File: src/clcd_pkg.sv
// Shared types, constants and the sequencer control store for the character LCD writer.
package clcd_pkg;

    localparam int BLANK_COUNT_DEFAULT = 16;

    localparam logic [7:0] NEWLINE_CODE = 8'h0A;
    localparam logic [7:0] CLEAR_INSTR  = 8'h01;
    localparam logic [7:0] SET_DDRAM    = 8'h80;
    localparam logic [7:0] BLANK_CHAR   = 8'h20;

    localparam logic [5:0] LINE_LENGTH_RESET = 6'd16;
    localparam logic [6:0] ROW0_RESET        = 7'd0;
    localparam logic [6:0] ROW1_RESET        = 7'd64;
    localparam logic [6:0] ROW2_RESET        = 7'd20;
    localparam logic [6:0] ROW3_RESET        = 7'd84;

    localparam int CFG_INDEX_W = 3;
    localparam int CFG_DATA_W  = 7;

    typedef enum logic [1:0] {
        CMD_PUT   = 2'd0,
        CMD_GOTO  = 2'd1,
        CMD_CLEAR = 2'd2,
        CMD_RAW   = 2'd3
    } cmd_t;

    typedef enum logic [CFG_INDEX_W-1:0] {
        CFG_LINE_LENGTH = 3'd0,
        CFG_ROW0_START  = 3'd1,
        CFG_ROW1_START  = 3'd2,
        CFG_ROW2_START  = 3'd3,
        CFG_ROW3_START  = 3'd4
    } cfg_index_t;

    typedef struct packed {
        cmd_t       cmd;
        logic [7:0] byte_value;
        logic [7:0] target_col;
        logic [7:0] target_row;
    } in_item_t;

    typedef struct packed {
        logic       reg_select;
        logic [3:0] nibble;
        logic       last;
    } out_item_t;

    // Microcode: byte source, register-select source and sequencing op.
    typedef enum logic [1:0] {
        SRC_ADDR  = 2'd0,
        SRC_BLANK = 2'd1,
        SRC_PRIM  = 2'd2
    } byte_src_t;

    typedef enum logic [1:0] {
        RS_INSTR = 2'd0,
        RS_DATA  = 2'd1,
        RS_PRIM  = 2'd2
    } rs_src_t;

    typedef enum logic [1:0] {
        SEQ_NEXT    = 2'd0,
        SEQ_LOOP    = 2'd1,
        SEQ_BR_PRIM = 2'd2,
        SEQ_END     = 2'd3
    } seq_op_t;

    localparam int UPC_W = 2;

    typedef struct packed {
        byte_src_t         src;
        rs_src_t           rs;
        seq_op_t           op;
        logic [UPC_W-1:0]  next_upc;
    } ucode_word_t;

    localparam logic [UPC_W-1:0] UPC_ADV_ADDR  = 2'd0;
    localparam logic [UPC_W-1:0] UPC_BLANKS    = 2'd1;
    localparam logic [UPC_W-1:0] UPC_ADV_ADDR2 = 2'd2;
    localparam logic [UPC_W-1:0] UPC_PRIMARY   = 2'd3;

    // Row advance: address, blank run, address again, then the primary byte if any.
    function automatic ucode_word_t ucode_rom(input logic [UPC_W-1:0] upc);
        ucode_word_t w;
        unique case (upc)
            UPC_ADV_ADDR:  w = '{SRC_ADDR,  RS_INSTR, SEQ_NEXT,    UPC_BLANKS};
            UPC_BLANKS:    w = '{SRC_BLANK, RS_DATA,  SEQ_LOOP,    UPC_ADV_ADDR2};
            UPC_ADV_ADDR2: w = '{SRC_ADDR,  RS_INSTR, SEQ_BR_PRIM, UPC_PRIMARY};
            UPC_PRIMARY:   w = '{SRC_PRIM,  RS_PRIM,  SEQ_END,     UPC_PRIMARY};
        endcase
        return w;
    endfunction

endpackage

File: src/char_lcd_cursor_nibble_writer_unit.sv
// Character LCD writer: cursor tracking and a microcoded nibble sequencer.
// An accepted item is registered into the sequencer, then its first nibble into m_data.
// Throughput: one nibble per cycle while m_ready does not stall; the input is not ready
// again until its last nibble is registered; a row wrap with a byte sends 38 nibbles by default.
// An item that sends nothing leaves the input ready; an m_ready stall holds the sequencer.
// Reset (aresetn low, synchronous) clears cursor, sequencer and output valid, loads defaults.
module char_lcd_cursor_nibble_writer_unit #(
    parameter int BLANK_COUNT = clcd_pkg::BLANK_COUNT_DEFAULT
) (
    input  logic                                 aclk,
    input  logic                                 aresetn,
    input  logic                                 s_valid,
    output logic                                 s_ready,
    input  clcd_pkg::in_item_t                   s_data,
    output logic                                 m_valid,
    input  logic                                 m_ready,
    output clcd_pkg::out_item_t                  m_data,
    input  logic                                 cfg_valid,
    output logic                                 cfg_ready,
    input  logic [clcd_pkg::CFG_INDEX_W-1:0]     cfg_index,
    input  logic [clcd_pkg::CFG_DATA_W-1:0]      cfg_data
);
    import clcd_pkg::*;

    localparam int CNT_W = (BLANK_COUNT > 1) ? $clog2(BLANK_COUNT) : 1;
    localparam logic [CNT_W-1:0] CNT_LAST = CNT_W'(BLANK_COUNT - 1);

    // Configuration registers
    logic [5:0] line_length_reg;
    logic [6:0] row_start_reg [4];

    // Cursor
    logic [7:0] cursor_col_reg, cursor_col_next;
    logic [1:0] cursor_row_reg, cursor_row_next;

    // Sequencer
    logic             busy_reg, busy_next;
    logic [UPC_W-1:0] upc_reg, upc_next;
    logic             phase_reg, phase_next;
    logic [CNT_W-1:0] cnt_reg, cnt_next;
    logic [7:0]       adv_addr_reg, adv_addr_next;
    logic [7:0]       prim_byte_reg, prim_byte_next;
    logic             prim_rs_reg, prim_rs_next;
    logic             has_prim_reg, has_prim_next;

    // Output register
    logic      m_valid_reg, m_valid_next;
    out_item_t m_data_reg, m_data_next;

    logic        accept;
    logic        out_free;
    logic        need_adv;
    logic [1:0]  rd_row;
    logic [6:0]  rd_start;
    ucode_word_t uw;
    logic [7:0]  cur_byte;
    logic        cur_rs;
    logic        cur_end;

    assign s_ready   = !busy_reg;
    assign cfg_ready = 1'b1;
    assign m_valid   = m_valid_reg;
    assign m_data    = m_data_reg;
    assign accept    = s_valid && s_ready;
    assign out_free  = !m_valid_reg || m_ready;

    always_ff @(posedge aclk) begin
        if (!aresetn) begin
            line_length_reg  <= LINE_LENGTH_RESET;
            row_start_reg[0] <= ROW0_RESET;
            row_start_reg[1] <= ROW1_RESET;
            row_start_reg[2] <= ROW2_RESET;
            row_start_reg[3] <= ROW3_RESET;
        end else if (cfg_valid && cfg_ready) begin
            unique case (cfg_index)
                CFG_LINE_LENGTH: line_length_reg  <= cfg_data[5:0];
                CFG_ROW0_START:  row_start_reg[0] <= cfg_data;
                CFG_ROW1_START:  row_start_reg[1] <= cfg_data;
                CFG_ROW2_START:  row_start_reg[2] <= cfg_data;
                CFG_ROW3_START:  row_start_reg[3] <= cfg_data;
                default: ;
            endcase
        end
    end

    // One row-start read per item: the target row for a go-to, else the next row.
    assign rd_row   = (s_data.cmd == CMD_GOTO) ? s_data.target_row[1:0] : cursor_row_reg + 2'd1;
    assign rd_start = row_start_reg[rd_row];

    // Decode the accepted item into cursor updates and the bytes to send.
    always_comb begin
        cursor_col_next = cursor_col_reg;
        cursor_row_next = cursor_row_reg;
        need_adv        = 1'b0;
        has_prim_next   = has_prim_reg;
        prim_byte_next  = prim_byte_reg;
        prim_rs_next    = prim_rs_reg;
        adv_addr_next   = adv_addr_reg;
        if (accept) begin
            adv_addr_next = SET_DDRAM | {1'b0, rd_start};
            has_prim_next = 1'b0;
            unique case (s_data.cmd)
                CMD_PUT: begin
                    if (s_data.byte_value == NEWLINE_CODE) begin
                        if (cursor_col_reg == 8'd0) begin
                            need_adv        = 1'b1;
                            cursor_row_next = cursor_row_reg + 2'd1;
                        end
                    end else begin
                        has_prim_next  = 1'b1;
                        prim_byte_next = s_data.byte_value;
                        prim_rs_next   = 1'b1;
                        if (cursor_col_reg == {2'b00, line_length_reg}) begin
                            need_adv        = 1'b1;
                            cursor_row_next = cursor_row_reg + 2'd1;
                            cursor_col_next = 8'd1;
                        end else begin
                            cursor_col_next = cursor_col_reg + 8'd1;
                        end
                    end
                end
                CMD_GOTO: begin
                    cursor_col_next = s_data.target_col;
                    if (s_data.target_row <= 8'd3) begin
                        has_prim_next   = 1'b1;
                        prim_byte_next  = SET_DDRAM + {1'b0, rd_start} + s_data.target_col;
                        prim_rs_next    = 1'b0;
                        cursor_row_next = s_data.target_row[1:0];
                    end
                end
                CMD_CLEAR: begin
                    has_prim_next   = 1'b1;
                    prim_byte_next  = CLEAR_INSTR;
                    prim_rs_next    = 1'b0;
                    cursor_col_next = 8'd0;
                    cursor_row_next = 2'd0;
                end
                CMD_RAW: begin
                    has_prim_next  = 1'b1;
                    prim_byte_next = s_data.byte_value;
                    prim_rs_next   = 1'b0;
                end
            endcase
        end
    end

    assign uw = ucode_rom(upc_reg);

    always_comb begin
        unique case (uw.src)
            SRC_ADDR:  cur_byte = adv_addr_reg;
            SRC_BLANK: cur_byte = BLANK_CHAR;
            SRC_PRIM:  cur_byte = prim_byte_reg;
            default:   cur_byte = prim_byte_reg;
        endcase
        unique case (uw.rs)
            RS_INSTR: cur_rs = 1'b0;
            RS_DATA:  cur_rs = 1'b1;
            RS_PRIM:  cur_rs = prim_rs_reg;
            default:  cur_rs = prim_rs_reg;
        endcase
        cur_end = (uw.op == SEQ_END) || ((uw.op == SEQ_BR_PRIM) && !has_prim_reg);
    end

    // Sequencer stepping and the output register: one nibble beat per free cycle.
    always_comb begin
        busy_next    = busy_reg;
        upc_next     = upc_reg;
        phase_next   = phase_reg;
        cnt_next     = cnt_reg;
        m_valid_next = m_valid_reg;
        m_data_next  = m_data_reg;

        if (out_free) begin
            m_valid_next = busy_reg;
            if (busy_reg) begin
                m_data_next.reg_select = cur_rs;
                m_data_next.nibble     = phase_reg ? cur_byte[3:0] : cur_byte[7:4];
                m_data_next.last       = phase_reg && cur_end;
                phase_next             = !phase_reg;
                if (phase_reg) begin
                    unique case (uw.op)
                        SEQ_NEXT: upc_next = uw.next_upc;
                        SEQ_LOOP: begin
                            if (cnt_reg == CNT_LAST) begin
                                upc_next = uw.next_upc;
                                cnt_next = '0;
                            end else begin
                                cnt_next = cnt_reg + CNT_W'(1);
                            end
                        end
                        SEQ_BR_PRIM: begin
                            if (has_prim_reg) begin
                                upc_next = uw.next_upc;
                            end else begin
                                busy_next = 1'b0;
                            end
                        end
                        SEQ_END: busy_next = 1'b0;
                    endcase
                end
            end
        end

        if (accept && (need_adv || has_prim_next)) begin
            busy_next  = 1'b1;
            upc_next   = need_adv ? UPC_ADV_ADDR : UPC_PRIMARY;
            phase_next = 1'b0;
            cnt_next   = '0;
        end
    end

    always_ff @(posedge aclk) begin
        if (!aresetn) begin
            cursor_col_reg <= 8'd0;
            cursor_row_reg <= 2'd0;
            busy_reg       <= 1'b0;
            upc_reg        <= UPC_PRIMARY;
            phase_reg      <= 1'b0;
            cnt_reg        <= '0;
            has_prim_reg   <= 1'b0;
            m_valid_reg    <= 1'b0;
        end else begin
            cursor_col_reg <= cursor_col_next;
            cursor_row_reg <= cursor_row_next;
            busy_reg       <= busy_next;
            upc_reg        <= upc_next;
            phase_reg      <= phase_next;
            cnt_reg        <= cnt_next;
            has_prim_reg   <= has_prim_next;
            m_valid_reg    <= m_valid_next;
        end
    end

    always_ff @(posedge aclk) begin
        adv_addr_reg  <= adv_addr_next;
        prim_byte_reg <= prim_byte_next;
        prim_rs_reg   <= prim_rs_next;
        m_data_reg    <= m_data_next;
    end

endmodule

File: config.mk
export PLATFORM = sky130hd
export DESIGN_NAME = char_lcd_cursor_nibble_writer_unit
export DESIGN_NICKNAME = d
export VERILOG_FILES = /design/src/clcd_pkg.sv /design/src/char_lcd_cursor_nibble_writer_unit.sv
export SDC_FILE = /design/constraint.sdc
export NUM_CORES = 1
export LEC_CHECK = 0
export ABC_AREA = 1
export BUFFER_PORTS_ARGS = -buffer_cell sky130_fd_sc_hd__buf_4
export CORE_ASPECT_RATIO = 0.75
export CORE_MARGIN = 4
export CORE_UTILIZATION = 50
export DETAILED_ROUTE_END_ITERATION = 8
export PLACE_DENSITY_LB_ADDON = 0.3
export SYNTH_ARGS = -nofsm -noshare
export SYNTH_HDL_FRONTEND = slang
export SYNTH_SLANG_ARGS = --single-unit
File: constraint.sdc
create_clock -name aclk -period 3.18 [get_ports aclk]
set_input_delay 0.318 -clock aclk [delete_from_list [all_inputs] [get_ports aclk]]
set_output_delay 0.318 -clock aclk [all_outputs]
set_load 0.03 [all_outputs]
==> flow_summary.toml <==
[logic_synthesis]
synth_cells = 490
ys_warn_count = 0
async_flop_share_pct = 0
synthFlopType = "edfxtp_1"
synth_top_family_by_area = "simple AND/OR/NAND/NOR gates"
synth_enable_flop_cells = 50
synthSimpleGateAreaFrac_pct = 21.8
synth-adder-area-share_pct = 4.72
ys_types = 38
avgSynthCellArea_um2 = 8.44
ys_seq_area_share_pct = 48.9
synthMuxAreaShare_pct = 1.69
ys_top_cells_by_area = "edfxtp_1 36%, dfxtp_1 13%, nand2_1 8.4%"
yosysTopAreaCell = "edfxtp_1"
synthXorXnorAreaFrac_pct = 0.847
syn_area_mm2 = 0.00414
ys_ff_latch = 76
synth_fp_nets = 546
synth-compound-area-share_pct = 13.6
synth_top_area_share_pct = 36.3

[sta]
fin_crit_sh_pct = 89.3
tns_ns = 0
finalMaxSlewViolations = 0
setup_viol = 0
slew_headroom_pct = 38.5
max_freq_mhz = 352
hold_viol_final = 0
fin_crit_ns = 2.84
final.setup_skew_ns = 0.00746
rsz0062_at_grt = "false"
worst_pin_slew_ns = 0.922
holdWs_ns = 0.275

[grt]
overflow = 0
antenna_found_initial = 0
grt_max_degree = 24
grt_usage_pct = 20.9
grt_pass1_vias = 3418
grt_pass1_wl_mm = 16.1
grtUsageMet1_pct = 27.6
grt_use_met3_pct = 4.82
busiest_layer = "met2"
grtUsageMet2_pct = 34.0

[drt]
ant_nets = 0
drt_first_pass_iters = 5
drt_wl_total_mm = 9.79
via_count = 3569
avgViaCountPerCell = 5.47
drt_iter0_drc = 214
avgRoutedWirePerCell_um = 15.0
route.detailed.drc = 0

[setup_path]
arrival_ns = 2.91
end_kind = "flop"
cp-start-kind = "input pin"
critical_path_class = "input pin to flop"
required_ns = 3.25
crit_path_max_fanout = 20

[status]
status = "complete, no violations"

[run]
maxCapViolCount = 0

[finish]
final_util_pct = 60.7
layout_common_cells = "92 x nand2_1, 74 x inv_1, 51 x nor2_1, 51 x buf_4, 50 x edfxtp_1"
final_common_cell = "nand2_1"
final_nets = 599
largest_register_ffs = 28
antennaDiodeCount = 0
final_layout_size_suffix_gt1_share_pct = 15.1
syn_to_final_growth_pct = 16.8
layoutNonFillerInstCount = 653

[clock_network]
clk_pin_slew_worst_paths_ns = 0.08
clk_latency_ns = 0.34
cts_buffers = 9
clk_path_buf_depth = 2
post_cts_buffers = 0
cts_max_level = 3
cts_tree = "built"
cts.sinks = 76
clockRootBuffer = "clkbuf_8"
cts_resized = 0
hold_buffers = 0

[floorplanning]
design.core.area_mm2 = 0.00795
die_area_mm2 = 0.00980
fp-row-count = 28
start_util_pct = 52.0
pin_count = 50
die_width_um = 113
die_h_um = 86.8

[placement]
portBuffers = 48
gp_congestion = 0.896
placed_cells = 637
hpwlAfterDp_mm = 7.75

[pwr]
power_frac_comb_pct = 19.5
leakagePower_nw = 2.16
ir_drop_mv = 0.289
power_switching_mw = 0.701
powerDensity_mw_per_mm2 = 523
finalPower_mw = 2.53
swShare_pct = 27.7
p_seq_share_pct = 46.9
p_clk_share_pct = 33.6
cellInternalPower_mw = 1.82

[worst_hold_path]
hp-class = "input pin to flop"
-- logic make-up after synthesis --
group / Yosys count
mux: 7
fa+ha+maj: 15
buf+inv: 85
compound gates: 100
simple gates: 202
other cells: 1
xor+xnor: 4
flops: 76
-- worst paths after layout --
path / slack (ns) / end / startpoint / depth (start not counted)
min: 0.27 / line_length_reg[5] / cfg_data[5] / 3
min reg2reg: 0.47 / has_prim_reg / has_prim_reg / 2
max reg2reg: 0.34 / prim_byte_reg[6] / cursor_row_reg[0] / 15
max: 0.34 / prim_byte_reg[6] / s_data[25] / 19
-- critical path: stages --
cell      delay [ns]
buf_4           0.12
inv_1           0.07
ha_1            0.30
nand2_1         0.13
o21ai_2         0.09
buf_4           0.27
o211ai_1        0.11
o21ai_0         0.14
ha_1            0.24
inv_1           0.06
fa_1            0.37
inv_1           0.08
nand3_1         0.06
nand2_1         0.09
nand2_1         0.07
nand2_1         0.06
nand2_1         0.06
a21oi_1         0.14
o22ai_1         0.11
-- per-stage QoR --
step                      cell area [um2]  worst slack (ns)
after floorplan                      4140             0.479
after global placement               4590             0.181
after detailed placement             4590            0.0313
after CTS                            4830             0.375
after global routing                 4830            0.0683
final                                4830             0.341
-- metal layers --
layer	share of wire, %	wire length [um]
met5	0	0
met1	43	4190
met2	47	4610
met4	2.0	193
met3	8.3	809
-- layout make-up --
type,count,area [um2]
well taps,105,131
repair buffers,51,383
clock buffers,14,205
clock inverters,2,35.0
multi-input cells,329,1770
inverters,76,285
flip-flops and latches,76,2020
fillers,714,3120
-- power by group through the flow --
stage | Clock, mW | Sequential (mW) | Combinational [mW]
after detailed placement | 0 | 1.21 | 0.487
after global placement | 0 | 1.20 | 0.476
final | 0.849 | 1.19 | 0.491
after floorplan | 0 | 1.21 | 0.326
after CTS | 0.858 | 1.19 | 0.489
after global routing | 0.908 | 1.19 | 0.555
-- Yosys cell counts, types with 3 or more instances --
library cell  count
clkbuf_1          3
o21ai_0          33
o22ai_1           6
mux2i_1           7
dfxtp_1          26
ha_1             14
inv_1            74
a21oi_1          44
nand3_1          31
o211ai_1          8
nor2_2            3
nand2_1          92
edfxtp_1         50
nor2_1           51
a22oi_1           3
nand3_2           3
xnor2_1           3
nor3_1            5
nand4_1           7
No activity file was read; power rests on OpenSTA's default activity.
